### src/cmli_pkg.sv
`default_nettype none

package cmli_pkg;

    // Default sizes for the top-level parameters.
    localparam int MAX_COLORS_DEF   = 256;
    localparam int CHANNEL_BITS_DEF = 16;

    // Number of entries in the queue between the front and back parts.
    localparam int QUEUE_DEPTH = 4;

    // Lookup values are unsigned Q1.16.
    localparam int FRAC_BITS = 16;
    localparam int VALUE_BITS = 17;
    localparam logic [VALUE_BITS-1:0] ONE_Q = 17'h10000;

    // Width of the configuration register.
    localparam int COUNT_BITS = 9;

    // Width of a result channel.
    localparam int OUT_CHAN_BITS = 16;

    // Command codes.
    localparam logic CMD_WRITE  = 1'b0;
    localparam logic CMD_LOOKUP = 1'b1;

    // Filter modes.
    localparam logic FILTER_NEAREST = 1'b0;
    localparam logic FILTER_LINEAR  = 1'b1;

    // Result status codes.
    localparam logic STATUS_OK    = 1'b0;
    localparam logic STATUS_RANGE = 1'b1;

    // One input item.
    typedef struct packed {
        logic        cmd;
        logic [7:0]  entry_index;
        logic [15:0] entry_red;
        logic [15:0] entry_green;
        logic [15:0] entry_blue;
        logic [16:0] sample_value;
        logic        filter_mode;
    } in_t;

    // One result item.
    typedef struct packed {
        logic [15:0] out_red;
        logic [15:0] out_green;
        logic [15:0] out_blue;
        logic        status;
    } out_t;

    // Classification of a queued item, decided by the front part.
    typedef struct packed {
        logic is_write;  // palette write, no result
        logic is_err;    // lookup value above one
        logic pick_lo;   // result is the lower entry as is
        logic pick_hi;   // result is the upper entry as is
    } ctrl_t;

endpackage

`default_nettype wire

### src/cmli_queue.sv
`default_nettype none

module cmli_queue #(
    parameter int MAX_COLORS   = cmli_pkg::MAX_COLORS_DEF,
    parameter int CHANNEL_BITS = cmli_pkg::CHANNEL_BITS_DEF
) (
    input  wire logic                                 clk,
    input  wire logic                                 rst_n,
    input  wire logic                                 push,
    input  wire cmli_pkg::ctrl_t                      push_ctrl,
    input  wire logic [$clog2(MAX_COLORS)-1:0]        push_addr,
    input  wire logic [3*CHANNEL_BITS-1:0]            push_data,
    input  wire logic [cmli_pkg::FRAC_BITS-1:0]       push_frac,
    output logic                                      full,
    output logic                                      not_empty,
    input  wire logic                                 pop,
    output cmli_pkg::ctrl_t                           head_ctrl,
    output logic [$clog2(MAX_COLORS)-1:0]             head_addr,
    output logic [3*CHANNEL_BITS-1:0]                 head_data,
    output logic [cmli_pkg::FRAC_BITS-1:0]            head_frac
);

    localparam int DEPTH = cmli_pkg::QUEUE_DEPTH;
    localparam int PTW   = $clog2(DEPTH);
    localparam int CW    = $clog2(DEPTH + 1);
    localparam int AW    = $clog2(MAX_COLORS);

    cmli_pkg::ctrl_t                 ctrl_reg [DEPTH];
    logic [AW-1:0]                   addr_reg [DEPTH];
    logic [3*CHANNEL_BITS-1:0]       data_reg [DEPTH];
    logic [cmli_pkg::FRAC_BITS-1:0]  frac_reg [DEPTH];

    logic [PTW-1:0] wr_ptr_reg;
    logic [PTW-1:0] wr_ptr_next;
    logic [PTW-1:0] rd_ptr_reg;
    logic [PTW-1:0] rd_ptr_next;
    logic [CW-1:0]  count_reg;
    logic [CW-1:0]  count_next;

    assign full      = (count_reg == CW'(DEPTH));
    assign not_empty = (count_reg != '0);

    // Pointer and occupancy update.
    always_comb
    begin
        wr_ptr_next = wr_ptr_reg;
        rd_ptr_next = rd_ptr_reg;
        count_next  = count_reg;
        if (push)
        begin
            wr_ptr_next = (wr_ptr_reg == PTW'(DEPTH - 1)) ? '0 : wr_ptr_reg + PTW'(1);
        end
        if (pop)
        begin
            rd_ptr_next = (rd_ptr_reg == PTW'(DEPTH - 1)) ? '0 : rd_ptr_reg + PTW'(1);
        end
        if (push && !pop)
        begin
            count_next = count_reg + CW'(1);
        end
        else if (pop && !push)
        begin
            count_next = count_reg - CW'(1);
        end
    end

    always_ff @(posedge clk or negedge rst_n)
    begin
        if (!rst_n)
        begin
            wr_ptr_reg <= '0;
            rd_ptr_reg <= '0;
            count_reg  <= '0;
        end
        else
        begin
            wr_ptr_reg <= wr_ptr_next;
            rd_ptr_reg <= rd_ptr_next;
            count_reg  <= count_next;
        end
    end

    // Entry storage.
    always_ff @(posedge clk)
    begin
        if (push)
        begin
            ctrl_reg[wr_ptr_reg] <= push_ctrl;
            addr_reg[wr_ptr_reg] <= push_addr;
            data_reg[wr_ptr_reg] <= push_data;
            frac_reg[wr_ptr_reg] <= push_frac;
        end
    end

    assign head_ctrl = ctrl_reg[rd_ptr_reg];
    assign head_addr = addr_reg[rd_ptr_reg];
    assign head_data = data_reg[rd_ptr_reg];
    assign head_frac = frac_reg[rd_ptr_reg];

    // Occupancy never passes the depth.
    assert property (@(posedge clk) disable iff (!rst_n) count_reg <= CW'(DEPTH))
        else $error("queue occupancy above depth");

    // A lone transfer in moves the occupancy up by one.
    assert property (@(posedge clk) disable iff (!rst_n)
        (push && !pop) |=> (count_reg == $past(count_reg) + CW'(1)))
        else $error("queue occupancy did not follow a push");

    // A pop is only taken from a queue holding an entry.
    assert property (@(posedge clk) disable iff (!rst_n) pop |-> not_empty)
        else $error("pop from an empty queue");

endmodule

`default_nettype wire

### config.mk
export PLATFORM = sky130hd
export DESIGN_NAME = cmli_queue
export DESIGN_NICKNAME = d
export VERILOG_FILES = /design/src/cmli_pkg.sv /design/src/cmli_queue.sv
export SDC_FILE = /design/constraint.sdc
export NUM_CORES = 1
export LEC_CHECK = 0
export BUFFER_PORTS_ARGS = -buffer_cell sky130_fd_sc_hd__clkbuf_2
export CAP_MARGIN = 5
export CORE_AREA = 2 2 186 115
export CTS_CLUSTER_SIZE = 40
export DETAILED_ROUTE_END_ITERATION = 12
export DIE_AREA = 0 0 188 117
export PLACE_DENSITY = 0.78
export SLEW_MARGIN = 5
export SYNTH_ARGS = -nofsm -noshare
export SYNTH_HDL_FRONTEND = slang
export SYNTH_SLANG_ARGS = --single-unit
### constraint.sdc
create_clock -name clk -period 3.6 [get_ports clk]
set_input_delay 0.36 -clock clk [delete_from_list [all_inputs] [get_ports clk]]
set_output_delay 0.36 -clock clk [all_outputs]
set_load 0.05 [all_outputs]
# Yosys cells after proc, flatten, opt, wreduce, memory -nomap -nowiden
# Memory sizes are Yosys's and may differ from the RTL's.
# Index checks and enable logic that the tools add are counted.
# op_classes
n_eq_ne,3
addsub,4
n_mux,6
n_reduce_logical,6
# op_table
cell,count
3-bit two-way mux,2
2-bit by 1-bit adder with 2-bit output (second input constant),2
2-bit equality test (second input constant),2
2-bit two-way mux,2
3-bit by 1-bit adder with 3-bit output (second input constant),1
3-bit equality test (second input constant),1
3-bit nonzero test,1
3-bit by 1-bit subtractor with 3-bit output (second input constant),1
1-bit logical AND,2
1-bit logical NOT,2
1-bit two-way mux,2
2-bit nonzero test,1
# word_totals
ff_bits,7
memories,4
out_inout_bits,78
wordCells,26
mem_bits_rw,304
# mem_list
name,words,width,rd,rd_clocked_by_memory_dff,wr,line,source
data_reg,4,48,1,0,1,cmli_queue.sv:30,logic [3*CHANNEL_BITS-1:0] data_reg [DEPTH];
frac_reg,4,16,1,0,1,cmli_queue.sv:31,logic [cmli_pkg::FRAC_BITS-1:0] frac_reg [DEPTH];
addr_reg,4,8,1,0,1,cmli_queue.sv:29,logic [AW-1:0] addr_reg [DEPTH];
ctrl_reg,4,4,1,0,1,cmli_queue.sv:28,cmli_pkg::ctrl_t ctrl_reg [DEPTH];

# Longest topological paths before layout
# logic_depth
depth_word,4
mapped_depth,7
ltp_nobuf,7

# Worst setup path before layout
# No wires, ideal clock.
# synth_timing
path_kind,flip-flop to flip-flop
startpoint,register wr_ptr_reg[0]
endpoint,memory addr_reg[2][0] (netlist bit) (enable)
slack_ns,0.760
stages_incl_launch_ff,4
path_buffers,0
synth_period_minus_slack_ns,2.840
t_arrival_ns,2.397
cell_sequence,dfrtp_1 inv_1 ha_1 and2_1
# synth_lines
item,line,source
"start, declared",cmli_queue.sv:33,logic [PTW-1:0] wr_ptr_reg;
"start signal, assigned",cmli_queue.sv:77,wr_ptr_reg <= wr_ptr_next;
"end, declared",cmli_queue.sv:29,
# No word-level cell before the write port.

# Final worst setup path
# layout_timing
startpoint,register rd_ptr_reg[0]
endpoint,output head_addr[0]
# layout_via
elab_chain_cells,1
# layout_lines
item,line,source
"start, declared",cmli_queue.sv:35,logic [PTW-1:0] rd_ptr_reg;
"start signal, assigned",cmli_queue.sv:78,rd_ptr_reg <= rd_ptr_next;
memory 4 x 8 bit,--,
"end, declared",cmli_queue.sv:18,"output logic [$clog2(MAX_COLORS)-1:0] head_addr,"
# Every way passes these cells.

==> key figures <==
Finish
  – Flip-flop count of the largest register after layout: 192
  – Final #Nets: 697
  – Fill cell total of the finished layout: 1301
  – Synthesis-to-finish area growth: 17.7%
  – Layout cells sized above 1: 46.0%
  – Design area: 13400 um2

Synthesis
  – Share of the synthesized area in the top cell type: 80.1%
  – Synth warnings: 0
  – Seq/Total Area, Yosys: 81.6%
  – Synth top area cells: edfxtp_1 (80%), mux4_2 (15%), dfrtp_1 (1.5%), ha_1 (0.66%), buf_12 (0.35%)
  – Synthesized flop and latch total: 311
  – Syn_area_per_cell: 26.2 um2
  – Synth async-reset ratio: approximately 2.3%
  – Primary FF master, synth: edfxtp_1
  – Ranking of synthesized cells by instance count: edfxtp_1 (304), mux4_2 (76), buf_2 (7), dfrtp_1 (7), ha_1 (6)
  – Syn Inst Count: 435
  – Netlist Area Pre-Place: 11400 um2
  – Post-synth EDFFs: 304
  – Most frequent cell after synthesis: edfxtp_1
  – Synth area leader: edfxtp_1
  – Post-Syn Nets: between 500 and 600
  – Cell variety after synth: 21

Clock network
  – Worst-Skew Late Latency: about 530 ps
  – Max clock buf depth: 3
  – PostCTS Resize Cnt: 0
  – TritonCTS clock tree: done
  – Root Driver: clkbuf_16
  – H-Tree Depth: 1
  – Clock sinks: 311
  – TritonCTS Buffers: 28
  – Clock-pin slew on the worst setup and hold paths: roughly 70 ps

STA
  – RSZ-0062 raised after global routing: false
  – Worst slew pin tran: 1180 ps
  – Hold Violations, Final: 0
  – Slew HR: 21.1%
  – Fmax: 0.349 GHz
  – Fin. max-slew vios: 0
  – Setup Skew: approximately 8.6 ps
  – Tcrit/Tclk final: 79.6%
  – Post-route setup TNS: 0 ps
  – Tmin final: 2860 ps
  – Worst Setup Slack, final: around 740 ps
  – Setup violators final: 0

Global route
  – First-pass GRT wire length: 30200 um
  – Total track usage: 18.3%
  – Global route overflow: 0
  – Initial antenna violation count: 1
  – Largest net degree at the start of global routing: 77
  – Vias in the first global route: 5291

Drt
  – Routed WL per cell: ~22 um
  – Post-route ant nets: 0
  – Routed Wire Length: 19800 um
  – Iteration-0 DRC Markers: roughly 310
  – Residual DRC count: 0
  – DR vias/cell: 5.57
  – Pre-antenna DRT Iters: 4
  – Vias: 5089

Die
  – Die Ht: 117 um
  – Die W: 188 um
  – Row count: 41
  – CORE AREA: ~20000 um2
  – IO Pins: 158
  – Initial core utilization: 55.7%
  – Die ar.: 22000 um2

Critical path
  – CP required: approximately 3200 ps
  – R2R setup slack: 1520 ps
  – Critical Path AT: ~2500 ps
  – Crit. End Element: output port
  – Setup CP Type: reg -> out
  – Worst Path Max Fanout: 36
  – Crit start category: register

Flow run
  – Max Cap Viol: 0

Placement
  – Pre-CTS setup slack: around 1200 ps
  – Port bufs: 157
  – Gpl congestion: 0.738
  – Detailed Place HPWL: 11900 um
  – DP Area: 12500 um2

Power and ir drop
  – Pleak: between 4 and 5 nW
  – Power Density: between 900 and 1000 nW/um2
  – Pwr Total: 0.0124 W
  – Maximum vdd drop: roughly 0.78 mV

Worst hold path
  – Hold Path Class: in -> reg

Run status
  – Status: finished, final reports clean
## kinds of logic (layout without fill, tap and decap cells)
logic type,count (synthesis),in the layout,share of synthesized area [%]
and+or+nand+nor,11,11,0.505
xor gates and xnor gates,3,3,0.231
other,0,2,0
buffers and inverters,22,219,1.38
DFF,311,311,81.6
muxes,79,79,15.3
AOI/OAI and AO/OA,2,2,0.0878
adders and majority gates,7,7,0.834
## cells in the final DEF, fill, tap and decap left out
cell           netlist  layout
nand2_1              2       2
and2_4               0       4
fa_1                 1       1
dlygate4sd3_1        0       1
buf_12               2       3
mux4_2              76      76
inv_6                0       1
clkbuf_2             0     157
bufinv_16            0       2
dfrtp_1              7       5
nor3b_1              1       1
edfxtp_1           304     304
o21ai_0              2       2
clkinv_1             0       1
clkbuf_16            0      29
clkinvlp_4           0       1
diode_2              0       2
xnor2_1              1       1
inv_1                4       4
clkinv_2             0       7
xor2_1               2       2
or3_1                1       1
nor2_1               3       3
mux2_2               3       3
dfrtp_4              0       2
clkbuf_1             3       7
ha_1                 6       6
buf_4                4       2
clkbuf_8             0       2
clkinv_4             0       2
## area by class of cell
type | instances | area (um2) | share of cell area [%]
Antenna cell | 2 | 5.00 | 0.0373
Clock buffer | 38 | 779 | 5.81
Clock inverter | 14 | 133 | 0.989
Inverter | 4 | 15.0 | 0.112
Tap cell | 279 | 349 | 2.60
Sequential cell | 311 | 9310 | 69.4
Timing Repair Buffer | 163 | 871 | 6.49
Multi-Input combinational cell | 102 | 1940 | 14.5
## critical path: stages (launching register included)
cell	delay (ps)
dfrtp_4	730
buf_12	330
mux4_2	600
clkbuf_2	260
## stage by stage
step / hold WS, ps / std cells / utilization [%]
global route: 33.5 / 911 / 65.5
detailed placement: 225 / 858 / 61.0
floorplan: 64.4 / 435 / -
global placement: 219 / 858 / 61.0
CTS: 27.0 / 911 / 65.5
finish: 47.7 / 913 / 65.5
## metal layers
| metal | part of all wire, % | global-route usage, % |
|---|---|---|
| met1 | 42 | 25.9 |
| met2 | 48 | 29.9 |
| met3 | 8.2 | 4.89 |
| met4 | 1.6 | 3.31 |
| met5 | 0 | 0 |
## report_power, final
group	switching [W]	internal, W
logic	0.00315	0.00137
registers	0.000305	0.00466
clock network	0.00124	0.00167
total	0.00469	0.00770
## final timing paths
| check | start | to | cells after the start |
|---|---|---|---|
| setup / recovery | rd_ptr_reg[0]$_DFFE_PN0P_ | head_addr[0] | 3 |
| hold / removal | push_data[13] | data_reg[3][13]$_DFFE_PP_ | 1 |
| setup reg to reg | wr_ptr_reg[0]$_DFFE_PN0P_ | data_reg[2][13]$_DFFE_PP_ | 3 |
| hold reg to reg | count_reg[2]$_DFFE_PN0P_ | count_reg[2]$_DFFE_PN0P_ | 1 |
| max in group asynchronous | rst_n | rd_ptr_reg[1]$_DFFE_PN0P_ | 2 |
| min in group asynchronous | rst_n | rd_ptr_reg[0]$_DFFE_PN0P_ | 2 |
## repair_timing
action,CTS,global route
hold buffers,1,0
endpoints found under the hold margin,7,0
buffers inserted,0,0
(Power assumes the default switching activity.)
