### src/cmli_pkg.sv
`default_nettype none

package cmli_pkg;

    // Default sizes for the top-level parameters.
    localparam int MAX_COLORS_DEF   = 256;
    localparam int CHANNEL_BITS_DEF = 16;

    // Number of entries in the queue between the front and back parts.
    localparam int QUEUE_DEPTH = 4;

    // Lookup values are unsigned Q1.16.
    localparam int FRAC_BITS = 16;
    localparam int VALUE_BITS = 17;
    localparam logic [VALUE_BITS-1:0] ONE_Q = 17'h10000;

    // Width of the configuration register.
    localparam int COUNT_BITS = 9;

    // Width of a result channel.
    localparam int OUT_CHAN_BITS = 16;

    // Command codes.
    localparam logic CMD_WRITE  = 1'b0;
    localparam logic CMD_LOOKUP = 1'b1;

    // Filter modes.
    localparam logic FILTER_NEAREST = 1'b0;
    localparam logic FILTER_LINEAR  = 1'b1;

    // Result status codes.
    localparam logic STATUS_OK    = 1'b0;
    localparam logic STATUS_RANGE = 1'b1;

    // One input item.
    typedef struct packed {
        logic        cmd;
        logic [7:0]  entry_index;
        logic [15:0] entry_red;
        logic [15:0] entry_green;
        logic [15:0] entry_blue;
        logic [16:0] sample_value;
        logic        filter_mode;
    } in_t;

    // One result item.
    typedef struct packed {
        logic [15:0] out_red;
        logic [15:0] out_green;
        logic [15:0] out_blue;
        logic        status;
    } out_t;

    // Classification of a queued item, decided by the front part.
    typedef struct packed {
        logic is_write;  // palette write, no result
        logic is_err;    // lookup value above one
        logic pick_lo;   // result is the lower entry as is
        logic pick_hi;   // result is the upper entry as is
    } ctrl_t;

endpackage

`default_nettype wire

### src/cmli_front.sv
`default_nettype none

module cmli_front #(
    parameter int MAX_COLORS   = cmli_pkg::MAX_COLORS_DEF,
    parameter int CHANNEL_BITS = cmli_pkg::CHANNEL_BITS_DEF
) (
    input  wire logic                                 clk,
    input  wire logic                                 rst_n,
    input  wire logic                                 in_valid,
    output logic                                      in_stall,
    input  wire cmli_pkg::in_t                        in_data,
    input  wire logic                                 cfg_valid,
    output logic                                      cfg_ready,
    input  wire logic [cmli_pkg::COUNT_BITS-1:0]      cfg_data,
    input  wire logic                                 q_full,
    output logic                                      push,
    output cmli_pkg::ctrl_t                           push_ctrl,
    output logic [$clog2(MAX_COLORS)-1:0]             push_addr,
    output logic [3*CHANNEL_BITS-1:0]                 push_data,
    output logic [cmli_pkg::FRAC_BITS-1:0]            push_frac
);

    localparam int AW = $clog2(MAX_COLORS);
    localparam int NW = AW + cmli_pkg::COUNT_BITS + 1;
    localparam int PW = cmli_pkg::VALUE_BITS + AW;
    localparam int IW = AW + 8;
    localparam int EW = (CHANNEL_BITS > 16) ? CHANNEL_BITS : 16;

    logic [AW-1:0]                   scale_reg;
    logic [AW-1:0]                   scale_next;
    logic                            f_valid_reg;
    logic                            f_valid_next;
    cmli_pkg::ctrl_t                 f_ctrl_reg;
    cmli_pkg::ctrl_t                 f_ctrl_next;
    logic [AW-1:0]                   f_addr_reg;
    logic [AW-1:0]                   f_addr_next;
    logic [3*CHANNEL_BITS-1:0]       f_data_reg;
    logic [3*CHANNEL_BITS-1:0]       f_data_next;
    logic [cmli_pkg::FRAC_BITS-1:0]  f_frac_reg;
    logic [cmli_pkg::FRAC_BITS-1:0]  f_frac_next;

    logic [NW-1:0]                   count_ext;
    logic [IW-1:0]                   idx_ext;
    logic                            is_write;
    logic                            wr_in_range;
    logic                            drop;
    logic                            load;
    logic [PW-1:0]                   scaled;
    logic [AW-1:0]                   icol;
    logic [cmli_pkg::FRAC_BITS-1:0]  frac;
    logic [EW-1:0]                   red_ext;
    logic [EW-1:0]                   green_ext;
    logic [EW-1:0]                   blue_ext;

    // The register write always completes at once.
    assign cfg_ready = 1'b1;

    // Scale factor is the clamped entry count minus one.
    always_comb
    begin
        count_ext = NW'(cfg_data);
        scale_next = scale_reg;
        if (cfg_valid)
        begin
            if (count_ext == '0)
            begin
                scale_next = '0;
            end
            else if (count_ext > NW'(MAX_COLORS))
            begin
                scale_next = AW'(MAX_COLORS - 1);
            end
            else
            begin
                scale_next = AW'(count_ext - NW'(1));
            end
        end
    end

    // Split the scaled value into entry index and fraction.
    assign scaled = PW'(in_data.sample_value) * PW'(scale_reg);
    assign icol   = scaled[cmli_pkg::FRAC_BITS +: AW];
    assign frac   = scaled[cmli_pkg::FRAC_BITS-1:0];

    // Writes beyond the store are dropped here and never queued.
    assign is_write    = (in_data.cmd == cmli_pkg::CMD_WRITE);
    assign idx_ext     = IW'(in_data.entry_index);
    assign wr_in_range = (idx_ext < IW'(MAX_COLORS));
    assign drop        = is_write && !wr_in_range;

    // Channels are kept to the stored channel width.
    assign red_ext   = EW'(in_data.entry_red);
    assign green_ext = EW'(in_data.entry_green);
    assign blue_ext  = EW'(in_data.entry_blue);

    // Handshake with the queue.
    assign in_stall = f_valid_reg && q_full;
    assign push     = f_valid_reg && !q_full;
    assign load     = !in_stall;

    // Classify the incoming item.
    always_comb
    begin
        f_valid_next = f_valid_reg;
        f_ctrl_next  = f_ctrl_reg;
        f_addr_next  = f_addr_reg;
        f_data_next  = f_data_reg;
        f_frac_next  = f_frac_reg;
        if (load)
        begin
            f_valid_next = in_valid && !drop;
        end
        if (load && in_valid)
        begin
            f_ctrl_next.is_write = is_write;
            f_ctrl_next.is_err   = !is_write && (in_data.sample_value > cmli_pkg::ONE_Q);
            if (in_data.filter_mode == cmli_pkg::FILTER_NEAREST)
            begin
                f_ctrl_next.pick_lo = !frac[cmli_pkg::FRAC_BITS-1];
                f_ctrl_next.pick_hi = frac[cmli_pkg::FRAC_BITS-1];
            end
            else
            begin
                f_ctrl_next.pick_lo = (frac == '0);
                f_ctrl_next.pick_hi = 1'b0;
            end
            f_addr_next = is_write ? idx_ext[AW-1:0] : icol;
            f_data_next = {red_ext[CHANNEL_BITS-1:0], green_ext[CHANNEL_BITS-1:0],
                           blue_ext[CHANNEL_BITS-1:0]};
            f_frac_next = frac;
        end
    end

    // Control registers.
    always_ff @(posedge clk or negedge rst_n)
    begin
        if (!rst_n)
        begin
            scale_reg   <= '0;
            f_valid_reg <= 1'b0;
        end
        else
        begin
            scale_reg   <= scale_next;
            f_valid_reg <= f_valid_next;
        end
    end

    // Payload registers.
    always_ff @(posedge clk)
    begin
        f_ctrl_reg <= f_ctrl_next;
        f_addr_reg <= f_addr_next;
        f_data_reg <= f_data_next;
        f_frac_reg <= f_frac_next;
    end

    assign push_ctrl = f_ctrl_reg;
    assign push_addr = f_addr_reg;
    assign push_data = f_data_reg;
    assign push_frac = f_frac_reg;

endmodule

`default_nettype wire

### config.mk
export PLATFORM = sky130hd
export DESIGN_NAME = cmli_front
export DESIGN_NICKNAME = d
export VERILOG_FILES = /design/src/cmli_pkg.sv /design/src/cmli_front.sv
export SDC_FILE = /design/constraint.sdc
export NUM_CORES = 1
export LEC_CHECK = 0
export BUFFER_PORTS_ARGS = -buffer_cell sky130_fd_sc_hd__buf_4
export CAP_MARGIN = 20
export CORE_ASPECT_RATIO = 0.5
export CORE_MARGIN = 2
export CORE_UTILIZATION = 60
export CTS_BUF_LIST = sky130_fd_sc_hd__clkbuf_16
export CTS_CLUSTER_SIZE = 12
export DETAILED_ROUTE_END_ITERATION = 6
export GPL_TIMING_DRIVEN = 1
export PLACE_DENSITY = 0.88
export SLEW_MARGIN = 20
export SYNTH_ARGS = -nofsm -noshare
export SYNTH_HDL_FRONTEND = slang
export SYNTH_SLANG_ARGS = --single-unit
### constraint.sdc
create_clock -name clk -period 13.6 [get_ports clk]
set_clock_uncertainty 0.05 [all_clocks]
set_input_delay 0.68 -clock clk [delete_from_list [all_inputs] [get_ports clk]]
set_output_delay 0.68 -clock clk [all_outputs]
set_load 0.05 [all_outputs]
Yosys cells after proc, flatten, opt, wreduce, memory -nomap -nowiden
Cells that the tools add are included.
{"block": "classes", "n_addsub": 1, "multipliers": 1, "magnitude_cmp": 3, "mux": 4, "bitwise": 1, "n_reduce_logical": 13}
{"operator": "multiplier 17 x 8 -> 24 bit", "n": 1}
{"operator": "2-to-1 mux 8 bit", "n": 3}
{"operator": "> comparator 17 bit, second input constant", "n": 1}
{"operator": "logical NOT 16 bit", "n": 1}
{"operator": "> comparator 9 bit, second input constant", "n": 1}
{"operator": "logical NOT 9 bit", "n": 1}
{"operator": "less-than comparator 8 x 9 -> 1 bit, second input constant", "n": 1}
{"operator": "subtractor 8 x 1 -> 8 bit, second input constant", "n": 1}
{"operator": "logical AND 1 bit", "n": 6}
{"operator": "logical NOT 1 bit", "n": 5}
{"operator": "2-to-1 mux 2 bit", "n": 1}
{"operator": "inverter 1 bit", "n": 1}
{"block": "totals", "register_bits": 85, "input_bits": 89, "output_inout_bits": 79}

Depth between registers and ports, before layout
Gate-level depths: netlist (run 1).
{"block": "logic_depth", "depth_word": 5, "mapped_depth": 19}

Worst setup path before layout (run 1)
OpenSTA, ideal clock, no wires.
{"block": "synth_timing", "path_type": "input to register", "startpoint": "input in_data[9] (netlist bit)", "endpoint": "register f_addr_reg[5], in the netlist push_addr[5] (data pin)", "setup_ns": 0.260, "arrival_time_ns": 4.682, "slack_ns": 8.608, "path_stages": 19, "cell_sequence": "clkbuf_1 -> and2_1 -> fa_1 -> inv_1 -> fa_1 -> inv_1 -> fa_1 -> inv_1 -> fa_1 -> inv_1 -> ha_1 -> clkbuf_1 -> a21o_1 -> a21o_1 -> a21oi_1 -> nand2_1 -> o22ai_1 -> xnor2_1 -> mux2_2"}
{"block": "synth_via", "elab_chain_len": 2}
{"item": "from (decl)", "line_no": "cmli_front.sv:11", "source": "input wire cmli_pkg::in_t in_data,"}
{"item": "multiplier 17 x 8 -> 24 bit", "line_no": "cmli_front.sv:81", "source": "assign scaled = PW'(in_data.sample_value) * PW'(scale_reg);"}
{"item": "2-to-1 mux 8 bit", "line_no": "cmli_front.sv:127", "source": "f_addr_next = is_write ? idx_ext[AW-1:0] : icol;"}
{"item": "to (signal assigned)", "line_no": "cmli_front.sv:153", "source": "f_addr_reg <= f_addr_next;"}
{"item": "to (decl)", "line_no": "cmli_front.sv:35", "source": "logic [AW-1:0] f_addr_reg;"}
Every way passes these cells.
A chain may end at the register's enable or synchronous reset.

Worst setup path in the final report (run 1)
{"block": "layout_timing", "startpoint": "register scale_reg[2]", "endpoint": "register f_ctrl_reg, in the netlist push_ctrl[1] (data pin)"}
{"block": "layout_via", "elab_chain_len": 3}
{"item": "from (decl)", "line_no": "cmli_front.sv:29", "source": "logic [AW-1:0] scale_reg;"}
{"item": "from (signal assigned)", "line_no": "cmli_front.sv:144", "source": "scale_reg <= scale_next;"}
{"item": "multiplier 17 x 8 -> 24 bit", "line_no": "cmli_front.sv:81"}
{"item": "via scaled[14]", "line_no": "cmli_front.sv:48", "source": "logic [PW-1:0] scaled;"}
{"item": "logical NOT 16 bit", "line_no": "cmli_front.sv:124", "source": "f_ctrl_next.pick_lo = (frac == '0);"}
{"item": "2-to-1 mux 2 bit", "line_no": "cmli_front.sv:117", "source": "if (in_data.filter_mode == cmli_pkg::FILTER_NEAREST)"}
{"item": "to (signal assigned)", "line_no": "cmli_front.sv:152", "source": "f_ctrl_reg <= f_ctrl_next;"}
{"item": "to (decl)", "line_no": "cmli_front.sv:33", "source": "cmli_pkg::ctrl_t f_ctrl_reg;"}
The timed path passes the listed nets, and every way through them passes these cells.

==> flow_summary.yaml, run 1 <==
grt:
  grt_max_degree: 77
  track_usage_pct: 28.2
  grt_pass1_wl_mm: 29.9
  grt_pass1_vias: 5937
  grt_antenna_before_repair: 0
  grt_overflow_total: 0
floorplan:
  die-area_mm2: 0.0135
  rows: 28
  dieWidth_um: 162
  io_pins: 168
  initial_core_util_pct: 62.6
  coreArea_mm2: 0.0120
  chipHeight_um: 83.0
outcome:
  outcome: "finished clean"
final_layout:
  drive_gt1_share_pct: 23.0
  area_growth_syn_to_layout_pct: 22.0
  antenna_cells: 0
  final_cell_mix: "buf_4, inv_1, fa_1"
  final_common_cell: "buf_4"
  final_util_pct: 76.4
  largest_reg_flops: 48
  num-nets-final: 1089
  final_cells: 1036
timing:
  rsz0062_at_grt: "no"
  fin_crit_sh_pct: 38.8
  tightestPinTransition_ns: 0.998
  maxSlewHeadroom_pct: 33.5
  setup_violations: 0
  fin_tns_setup_ns: 0
  min_period_ns: 5.28
  hold_violations: 0
  max_freq_ghz: 0.190
  drv_slew: 0
cts:
  postCtsSetupRepairBufs: 0
  cts_resized: 0
  hold_buffers: 0
  clock_latency_ns: 0.34
  cts_buffers: 9
  root_buffer: "clkbuf_16"
  tritoncts: "done"
  clockBufferDepth: 2
  path_clk_slew_ns: 0.07
  htree_levels: 3
  cts_sinks: 85
pwr:
  ir_drop_v: 0.000193
  clkPwrFrac_pct: 9.5
  power_density_mw_per_mm2: 273
  cellInternalPower_mw: 1.24
  p_leak_nw: 4.29
  pwr-share-seq_pct: 16.9
  finalPower_mw: 2.49
  p_sw_mw: 1.25
  swShare_pct: 50.3
  combPwrFrac_pct: 73.5
hold_path:
  hold_path_class: "primary input to asynchronous set/reset pin"
worst_setup_path:
  crit_path_start_kind: "register"
  critPathMaxFanout: 18
  cp_data_arrival_time_ns: 5.38
  path_class: "register to register"
  cp.required_ns: 13.71
  endpoint_kind: "register"
drt:
  ant_nets: 0
  wl_per_cell_um: 17.4
  first_pass_iters: 7
  via_per_inst: 5.47
  vias: 5669
  drc: 0
  drt_wl_total_mm: 18.0
  drtIter0Drc: 465
placed_design:
  port-buffer-count: 166
  dp.cells: 1020
  gp_congestion: 0.911
  hpwl_mm: 14.0
logic_synthesis:
  synth_seq_cells: 85
  synth_cell_types: 56
  synth_enable_flop_cells: 76
  syn-num-nets: 937
  syn_inst: 714
  yosysSeqAreaShare_pct: 33.5
  syn_area_per_cell_um2: 10.5
  synthFlopType: "edfxtp_1"
  async_flop_share_pct: 10.6
  mappedNetlistArea_mm2: 0.00750
  ys_warn_count: 0
job:
  max_cap_violations: 0
==> layout make-up <==
type | count | area, µm²
flip-flops and latches | 85 | 2510
clock buffers | 9 | 225
well taps | 165 | 206
multi-input cells | 480 | 4430
inverters | 123 | 462
repair buffers | 167 | 1250
fillers | 822 | 2830
clock inverters | 7 | 68.8
==> per-stage QoR <==
step / cell area, µm² / setup WS (ns) / hold slack, ns
3_3_place_gp: 8850 / 8.44 / 0.453
6_report: 9150 / 8.32 / 0.0916
2_1_floorplan: 7500 / 8.61 / 0.334
5_1_grt: 9150 / 8.08 / 0.0904
4_1_cts: 9150 / 8.38 / 0.0902
3_5_place_dp: 8850 / 8.37 / 0.454
==> path summary, 6_finish.rpt <==
kind	end	slack, ns	startpoint	depth (start not counted)
setup / recovery	push_ctrl[1]$_DFFE_PP_	8.32	scale_reg[2]$_DFFE_PN0P_	16
hold / removal	f_valid_reg$_DFFE_PN0N_	0.09	rst_n	1
setup reg to reg	push_ctrl[1]$_DFFE_PP_	8.32	scale_reg[2]$_DFFE_PN0P_	16
hold reg to reg	f_valid_reg$_DFFE_PN0N_	0.64	f_valid_reg$_DFFE_PN0N_	2
max in group asynchronous	scale_reg[7]$_DFFE_PN0P_	13.28	rst_n	1
min in group clk	push_data[42]$_DFFE_PP_	0.46	in_data[60]	1
==> kinds of logic after synthesis <==
family,synth area share (%)
AO/OA/AOI/OAI,8.00
XOR/XNOR,2.22
adder cells (fa/ha/maj),31.7
buffers and inverters,7.61
flip-flops,33.5
multiplexers,1.20
other,0.0500
AND/OR/NAND/NOR,15.7
==> layer usage <==
layer	global-route usage (%)	vias to the layer above	share of wire [%]
li1	-	2633	-
met1	37.5	2756	43
met2	48.2	256	48
met3	5.59	24	8.1
met4	6.60	0	1.5
met5	0	-	0
==> cells in the mapped netlist, types with 2 or more instances <==
master | count | share of area (%)
a211o_1 | 2 | 0.23
a211oi_1 | 5 | 0.50
a21boi_0 | 2 | 0.20
a21o_1 | 9 | 0.90
a21oi_1 | 28 | 1.9
a31oi_1 | 4 | 0.33
a41oi_1 | 2 | 0.23
and2_1 | 87 | 7.3
and3_1 | 6 | 0.50
clkbuf_1 | 24 | 1.2
dfrtp_1 | 9 | 3.0
edfxtp_1 | 76 | 30
fa_1 | 89 | 24
ha_1 | 45 | 7.5
inv_1 | 122 | 6.1
maj3_2 | 3 | 0.45
mux2_2 | 8 | 1.2
nand2_1 | 70 | 3.5
nand2b_1 | 3 | 0.25
nand3_1 | 5 | 0.33
nand4_1 | 3 | 0.25
nor2_1 | 19 | 0.95
nor2b_1 | 4 | 0.33
nor3_1 | 6 | 0.40
nor4_1 | 6 | 0.50
o211ai_1 | 5 | 0.50
o21a_1 | 3 | 0.30
o21ai_0 | 15 | 1.0
o21bai_1 | 2 | 0.20
o22ai_1 | 2 | 0.17
o31ai_1 | 4 | 0.40
or2_2 | 3 | 0.25
or3_1 | 2 | 0.17
or4_1 | 2 | 0.20
xnor2_1 | 10 | 1.2
xor2_1 | 9 | 1.1
==> critical path, stage by stage, from the launching register on <==
cell and delay (ns):
dfrtp_1 0.73, nand2_1 0.18, fa_1 0.54, fa_1 0.54
inv_1 0.05, fa_1 0.48, inv_1 0.06, fa_1 0.47
inv_1 0.04, ha_1 0.33, a21oi_1 0.17, nand2_1 0.11
o211a_1 0.30, nor4_1 0.28, a211oi_1 0.13, o41a_1 0.42
a211oi_1 0.19
==> power by group through the flow <==
| stage | sequential [mW] | combinational [mW] | clock (mW) |
|---|---|---|---|
| after floorplan | 0.571 | 1.22 | 0 |
| after global placement | 0.426 | 1.74 | 0 |
| after detailed placement | 0.428 | 1.78 | 0 |
| after CTS | 0.423 | 1.81 | 0.240 |
| after global routing | 0.428 | 2.04 | 0.255 |
| final | 0.422 | 1.83 | 0.238 |
Power figures use the tool's default switching activity.
==> run 2, diff against run 1 <==
--- a/config.mk
+++ b/config.mk
@@ -5,16 +5,17 @@
 export SDC_FILE = /design/constraint.sdc
 export NUM_CORES = 1
 export LEC_CHECK = 0
+export ABC_AREA = 1
 export BUFFER_PORTS_ARGS = -buffer_cell sky130_fd_sc_hd__buf_4
 export CAP_MARGIN = 20
 export CORE_ASPECT_RATIO = 0.5
 export CORE_MARGIN = 2
-export CORE_UTILIZATION = 60
+export CORE_UTILIZATION = 51
 export CTS_BUF_LIST = sky130_fd_sc_hd__clkbuf_16
 export CTS_CLUSTER_SIZE = 12
 export DETAILED_ROUTE_END_ITERATION = 6
 export GPL_TIMING_DRIVEN = 1
-export PLACE_DENSITY = 0.88
+export PLACE_DENSITY = 0.8
 export SLEW_MARGIN = 20
 export SYNTH_ARGS = -nofsm -noshare
 export SYNTH_HDL_FRONTEND = slang
==> constraint.sdc (replaced) <==
create_clock -name clk -period 4.6 [get_ports clk]
set_clock_uncertainty 0.05 [all_clocks]
set_input_delay 0.23 -clock clk [delete_from_list [all_inputs] [get_ports clk]]
set_output_delay 0.23 -clock clk [all_outputs]
set_load 0.05 [all_outputs]
==> run 2 against run 1 <==
Core utilization down 7.7 points. Via count is 13% higher. Combinational power rose to 3.0 times the previous value. Sequential power increased to 2.7 times the previous value. Hold slack worse by 0.080 ns. Register-to-register slack got worse by 8.2 ns. Largest cell class unchanged. Largest power group unchanged. Highest routed layer unchanged.
==> flow_summary.yaml, run 2 <==
logic_synthesis:
  synthFlopType: "edfxtp_1"
  async_flop_share_pct: 10.6
  synth.area.top_cells: "edfxtp_1, fa_1, inv_1, nand2_1, ha_1"
  synth_common_cells: "inv_1, nand2_1, fa_1, edfxtp_1, ha_1"
  mappedNetlistArea_mm2: 0.00774
  syn_inst: 918
  synthMostInstantiatedCell: "inv_1"
  yosysSeqAreaShare_pct: 32.4
  synth_cell_types: 37
  ys_warn_count: 0
  synth_top_area_share_pct: 29.5
  synth_enable_flop_cells: 76
  synth_seq_cells: 85
  syn-num-nets: 1141
  syn_area_per_cell_um2: 8.43
  synth.largest_area_cell: "edfxtp_1"
grt:
  grt_pass1_wl_mm: 28.6
  use_met3_pct: 4.27
  grt_pass1_vias: 6206
  track_usage_pct: 22.4
  grt_overflow_total: 0
  busiest_layer: "met2"
  met2_usage_pct: 40.1
  grt_max_degree: 42
  grt_antenna_before_repair: 0
  grt_util_met1_pct: 28.4
drt:
  drt_wl_total_mm: 18.5
  drc: 0
  via_per_inst: 4.87
  wl_per_cell_um: 14.1
  vias: 6403
  drtIter0Drc: 430
  ant_nets: 0
  first_pass_iters: 5
timing:
  min_period_ns: 4.46
  fin_crit_sh_pct: 96.9
  max_freq_ghz: 0.224
  holdWs_ns: 0.0114
  setup_violations: 0
  hold_violations: 0
  drv_slew: 0
pwr:
  combPwrFrac_pct: 74.3
  clkPwrFrac_pct: 10.1
  power_density_mw_per_mm2: 742
  cellInternalPower_mw: 3.70
  finalPower_mw: 7.44
  swShare_pct: 50.3
  p_sw_mw: 3.75
  pwr-share-seq_pct: 15.5
  p_leak_nw: 5.52
  ir_drop_v: 0.000496
job:
  max_cap_violations: 0
final_layout:
  final_cell_mix: "inv_1, nand2_1, buf_4"
  area_growth_syn_to_layout_pct: 29.7
  drive_gt1_share_pct: 22.4
  num-nets-final: 1337
  largest_reg_flops: 48
  antenna_cells: 0
  fillers: 1146
  final_common_cell: "inv_1"
worst_setup_path:
  crit_path_start_kind: "register"
  reg2reg_depth: 20
  r2r-start: "scale_reg[2]$_DFFE_PN0P_"
  endpoint_kind: "register"
  rrSetupSlack_ns: 0.14
  cp_data_arrival_time_ns: 4.62
  crit_start: "scale_reg[2]$_DFFE_PN0P_"
  path_cells: "buf_4 -> nand2_1 -> inv_1 -> fa_1 -> inv_1 -> fa_1 -> fa_1 -> fa_1 -> inv_1 -> ha_4 -> nand2_1 -> nor2_2 -> nand3_1 -> nand3_1 -> nand2_1 -> nand2_1 -> nand2_1 -> nor2_2 -> nand4_1 -> nand2_1"
  slowest_delay_ns: 0.58
  cp_slowest_cell: "fa_1"
  r2r-end: "push_ctrl[1]$_DFFE_PP_"
  critPathMaxFanout: 6
  path_class: "register to register"
  cpMostUsedCell: "nand2_1"
  cp.required_ns: 4.76
cts:
  root_buffer: "clkbuf_16"
  cts_sinks: 85
  cts_buffers: 9
  path_clk_slew_ns: 0.07
  htree_levels: 3
  clockBufferDepth: 2
  clock_latency_ns: 0.34
  tritoncts: "done"
floorplan:
  coreArea_mm2: 0.0146
  rows: 31
  initial_core_util_pct: 52.9
  dieWidth_um: 178
  chipHeight_um: 91.1
  die-area_mm2: 0.0162
  io_pins: 168
placed_design:
  hpwl_mm: 14.4
  port-buffer-count: 166
  gp_congestion: 0.921
hold_path:
  hold_depth: 1
  hold_path_class: "primary input to register"
  min_from: "in_data[24]"
  worstHoldEndpoint: "push_data[6]$_DFFE_PP_"
outcome:
  outcome: "finished clean"
[run 2: cell types whose count changed after synthesis, moves of 7 or more]
cell	before	now
nor2_1	19	32
a21o_1	9	0
nand3_1	5	19
xnor2_1	10	3
and2_1	87	1
nand2_1	70	254
a21oi_1	28	12
inv_1	122	265
mux2_2	8	0
[run 2: metrics by stage]
stage | util, % | TNS [ns] | setup WS, ns | cell area (µm²) | instances
4_1_cts | 65.6 | 0 | 0.0181 | 9590 | 1287
6_report | 68.6 | 0 | 0.141 | 10000 | 1316
3_5_place_dp | 63.5 | 0 | 0.0423 | 9280 | 1271
3_3_place_gp | 63.5 | 0 | 0.0931 | 9280 | 1271
5_1_grt | 68.6 | -0.378 | -0.0941 | 10000 | 1316
2_1_floorplan | - | 0 | 0.0282 | 7740 | 918
[run 2: worst max path at each step]
stage | slack (ns) | depth (start not counted) | end
finish | 0.14 | 20 | push_ctrl[1]$_DFFE_PP_
global route | -0.09 | 21 | push_addr[0]$_DFFE_PP_
CTS | 0.02 | 21 | push_ctrl[1]$_DFFE_PP_
detailed placement | 0.04 | 19 | push_addr[0]$_DFFE_PP_
global placement | 0.09 | 19 | push_addr[0]$_DFFE_PP_
floorplan | 0.03 | 23 | push_addr[7]$_DFFE_PP_
[run 2: routing by layer]
layer | wire [µm] | up-vias
met4 | 206 | 0
met1 | 7730 | 3043
li1 | - | 3090
met3 | 1330 | 20
met5 | 0 | -
met2 | 9260 | 250
[run 2: critical path: cells and delay by family (launching register included)]
family,cells,cell delay (ns)
and+or+nand+nor,11,1.15
DFF,1,0.41
adders and majority gates,5,2.37
buffers and inverters,4,0.35
[run 2: logic make-up (layout without fill, tap and decap cells)]
kind of cell               Yosys count  in the layout  synth area share [%]
AOI/OAI and AO/OA                   45             45                  3.22
buffers and inverters              302            502                  14.7
DFF                                 85             85                  32.4
xor gates and xnor gates             9              9                  1.02
other                                1              1                0.0485
and+or+nand+nor                    342            342                  18.3
adders and majority gates          134            134                  30.3
[run 2: layout make-up]
cell class	count	area [µm²]	share of cell area (%)
repair buffers	220	1740	17.3
clock buffers	9	225	2.24
clock inverters	6	71.3	0.711
multi-input cells	531	4240	42.3
inverters	267	1000	9.99
flip-flops and latches	85	2510	25.0
well taps	198	248	2.47
[run 2: power groups by stage]
stage,sequential (mW),combinational [mW],clock [mW]
floorplan,1.59,3.06,0
global placement,1.17,4.71,0
detailed placement,1.17,4.78,0
CTS,1.16,4.83,0.767
global route,1.17,6.20,0.801
finish,1.16,5.53,0.754
[run 2: what timing repair did]
action                                 CTS  global route
setup endpoints to repair                0             9
hold buffers                             1            18
endpoints found under the hold margin    9            18
setup buffers                            0            10
resized for setup                        0            30
==> run 3, diff against run 2 <==
--- a/config.mk
+++ b/config.mk
@@ -12,10 +12,12 @@
 export CORE_MARGIN = 2
 export CORE_UTILIZATION = 51
 export CTS_BUF_LIST = sky130_fd_sc_hd__clkbuf_16
+export CTS_CLUSTER_DIAMETER = 40
 export CTS_CLUSTER_SIZE = 12
 export DETAILED_ROUTE_END_ITERATION = 6
 export GPL_TIMING_DRIVEN = 1
 export PLACE_DENSITY = 0.8
+export RECOVER_POWER = 25
 export SLEW_MARGIN = 20
 export SYNTH_ARGS = -nofsm -noshare
 export SYNTH_HDL_FRONTEND = slang
==> run 3 against run 2 <==
Combinational power about the same. Power is essentially flat. Clock-buffer cell count did not move. Non-clock buffer count stayed put. Cell count stayed put. Die area is the same. Core utilization is 0.051 points lower. Maximum frequency decreased by 0.29%. Design area hardly changed. Critical path depth grew 1. Critical endpoint unchanged.
==> flow_summary.yaml, run 3 (synthesis gave the netlist of run 2 again) <==
cts:
  clock_latency_ns: 0.34
  htree_levels: 3
  clockBufferDepth: 2
  tritoncts: "done"
  path_clk_slew_ns: 0.07
  root_buffer: "clkbuf_16"
  cts_sinks: 85
  cts_buffers: 9
floorplan:
  io_pins: 168
  rows: 31
  die-area_mm2: 0.0162
  dieWidth_um: 178
  initial_core_util_pct: 52.9
  chipHeight_um: 91.1
  coreArea_mm2: 0.0146
worst_setup_path:
  r2r-end: "push_ctrl[1]$_DFFE_PP_"
  endpoint_kind: "register"
  cp.required_ns: 4.76
  cp_slowest_cell: "fa_1"
  crit_path_start_kind: "register"
  rrSetupSlack_ns: 0.13
  r2r-start: "scale_reg[4]$_DFFE_PN0P_"
  reg2reg_depth: 21
  path_class: "register to register"
  slowest_delay_ns: 0.54
  critPathMaxFanout: 7
  cp_data_arrival_time_ns: 4.63
  path_cells: "buf_4 -> nand2_1 -> fa_1 -> fa_1 -> inv_1 -> fa_1 -> inv_1 -> fa_1 -> inv_1 -> ha_1 -> nand2_1 -> nor2_2 -> and2_1 -> nand2_2 -> nand3_4 -> nand2_2 -> nand2_4 -> nand2_1 -> nor2_2 -> nand4_1 -> nand2_1"
final_layout:
  final_util_pct: 68.6
  final_common_cell: "inv_1"
  fillers: 1148
  multi_input_area_mm2: 0.00424
  drive_gt1_share_pct: 22.2
  largest_reg_flops: 48
  antenna_cells: 0
  area_growth_syn_to_layout_pct: 29.6
  fin_area_mm2: 0.0100
  seqCellArea_mm2: 0.00251
  final_cell_mix: "inv_1, nand2_1, buf_4"
  num-nets-final: 1337
grt:
  grt_util_met1_pct: 28.4
  grt_pass1_wl_mm: 28.6
  met2_usage_pct: 40.1
  grt_overflow_total: 0
  busiest_layer: "met2"
  grt_pass1_vias: 6206
  track_usage_pct: 22.4
  grt_antenna_before_repair: 0
  use_met3_pct: 4.27
  grt_max_degree: 42
hold_path:
  min_from: "in_data[24]"
  worstHoldEndpoint: "push_data[6]$_DFFE_PP_"
  hold_path_class: "primary input to register"
  hold_depth: 1
timing:
  fin_tns_setup_ns: 0
  hold_violations: 0
  min_period_ns: 4.47
  fin_crit_sh_pct: 97.2
  setup_slack_ns: 0.128
  max_freq_ghz: 0.224
  setup_violations: 0
  drv_slew: 0
placed_design:
  placed_area_mm2: 0.00928
  hpwl_mm: 14.4
  port-buffer-count: 166
  gp_congestion: 0.921
  dp_slack_ns: 0.0423
drt:
  vias: 6402
  drc: 0
  drt_wl_total_mm: 18.5
  wl_per_cell_um: 14.0
  drtIter0Drc: 409
  ant_nets: 0
  first_pass_iters: 5
  via_per_inst: 4.86
pwr:
  combPwrFrac_pct: 74.3
  power_density_mw_per_mm2: 743
  clkPwrFrac_pct: 10.1
  cellInternalPower_mw: 3.70
  ir_drop_v: 0.000501
  p_sw_mw: 3.75
  p_leak_nw: 5.51
  swShare_pct: 50.4
  pwr-share-seq_pct: 15.5
job:
  max_cap_violations: 0
outcome:
  outcome: "finished clean"
## run 3: cell count changes in the layout (fill, tap and decap cells not counted), sizes merged
| cell | delta |
|---|---|
| clkbuf | +51 |
| buf | -51 |
## run 3: power groups by stage
stage	clock, mW	combinational [mW]	sequential (mW)
final	0.754	5.54	1.16
after global routing	0.801	6.20	1.17
after CTS	0.767	4.83	1.16
after detailed placement	0	4.78	1.17
after global placement	0	4.71	1.17
after floorplan	0	3.06	1.59
## run 3: worst max path at each step
| stage | startpoint | endpoint | cells after the start |
|---|---|---|---|
| after floorplan | scale_reg[7]$_DFFE_PN0P_ | push_addr[7]$_DFFE_PP_ | 23 |
| after global placement | scale_reg[6]$_DFFE_PN0P_ | push_addr[0]$_DFFE_PP_ | 19 |
| after detailed placement | scale_reg[6]$_DFFE_PN0P_ | push_addr[0]$_DFFE_PP_ | 19 |
| after CTS | scale_reg[6]$_DFFE_PN0P_ | push_ctrl[1]$_DFFE_PP_ | 21 |
| after global routing | scale_reg[2]$_DFFE_PN0P_ | push_addr[0]$_DFFE_PP_ | 21 |
| final | scale_reg[4]$_DFFE_PN0P_ | push_ctrl[1]$_DFFE_PP_ | 21 |
## run 3: worst max-delay path, delay by kind of cell (launching register included)
family                     cells  cell delay (ns)
and+or+nand+nor               12             1.24
adders and majority gates      5             2.27
DFF                            1             0.46
buffers and inverters          4             0.32
## run 3: metrics by stage
stage	hold WS [ns]	cells	total power, mW
detailed placement	0.00502	1271	5.95
floorplan	-0.116	918	4.64
finish	0.0337	1316	7.45
CTS	0.000978	1287	6.75
global route	0.0226	1316	8.17
global placement	0.00500	1271	5.88
## run 3: what timing repair did
item | CTS | global route
gates resized for setup | 0 | 30
endpoints found under the setup margin | 0 | 9
hold buffers | 1 | 18
buffers inserted | 0 | 10
endpoints found under the hold margin | 9 | 18
## run 3: area by class of cell
cell class                 instances  share of cell area (%)
multi-input combinational        531                    42.3
clock buffer                       9                    2.25
sequential                        85                    25.0
tap                              198                    2.47
inverter                         267                    9.99
clock inverter                     6                   0.711
timing repair buffer             220                    17.2
## run 3: per-layer routing
| metal | up-vias | routed length (µm) |
|---|---|---|
| met5 | - | 0 |
| met4 | 0 | 188 |
| met3 | 16 | 1330 |
| met2 | 250 | 9240 |
| met1 | 3049 | 7690 |
| li1 | 3087 | - |
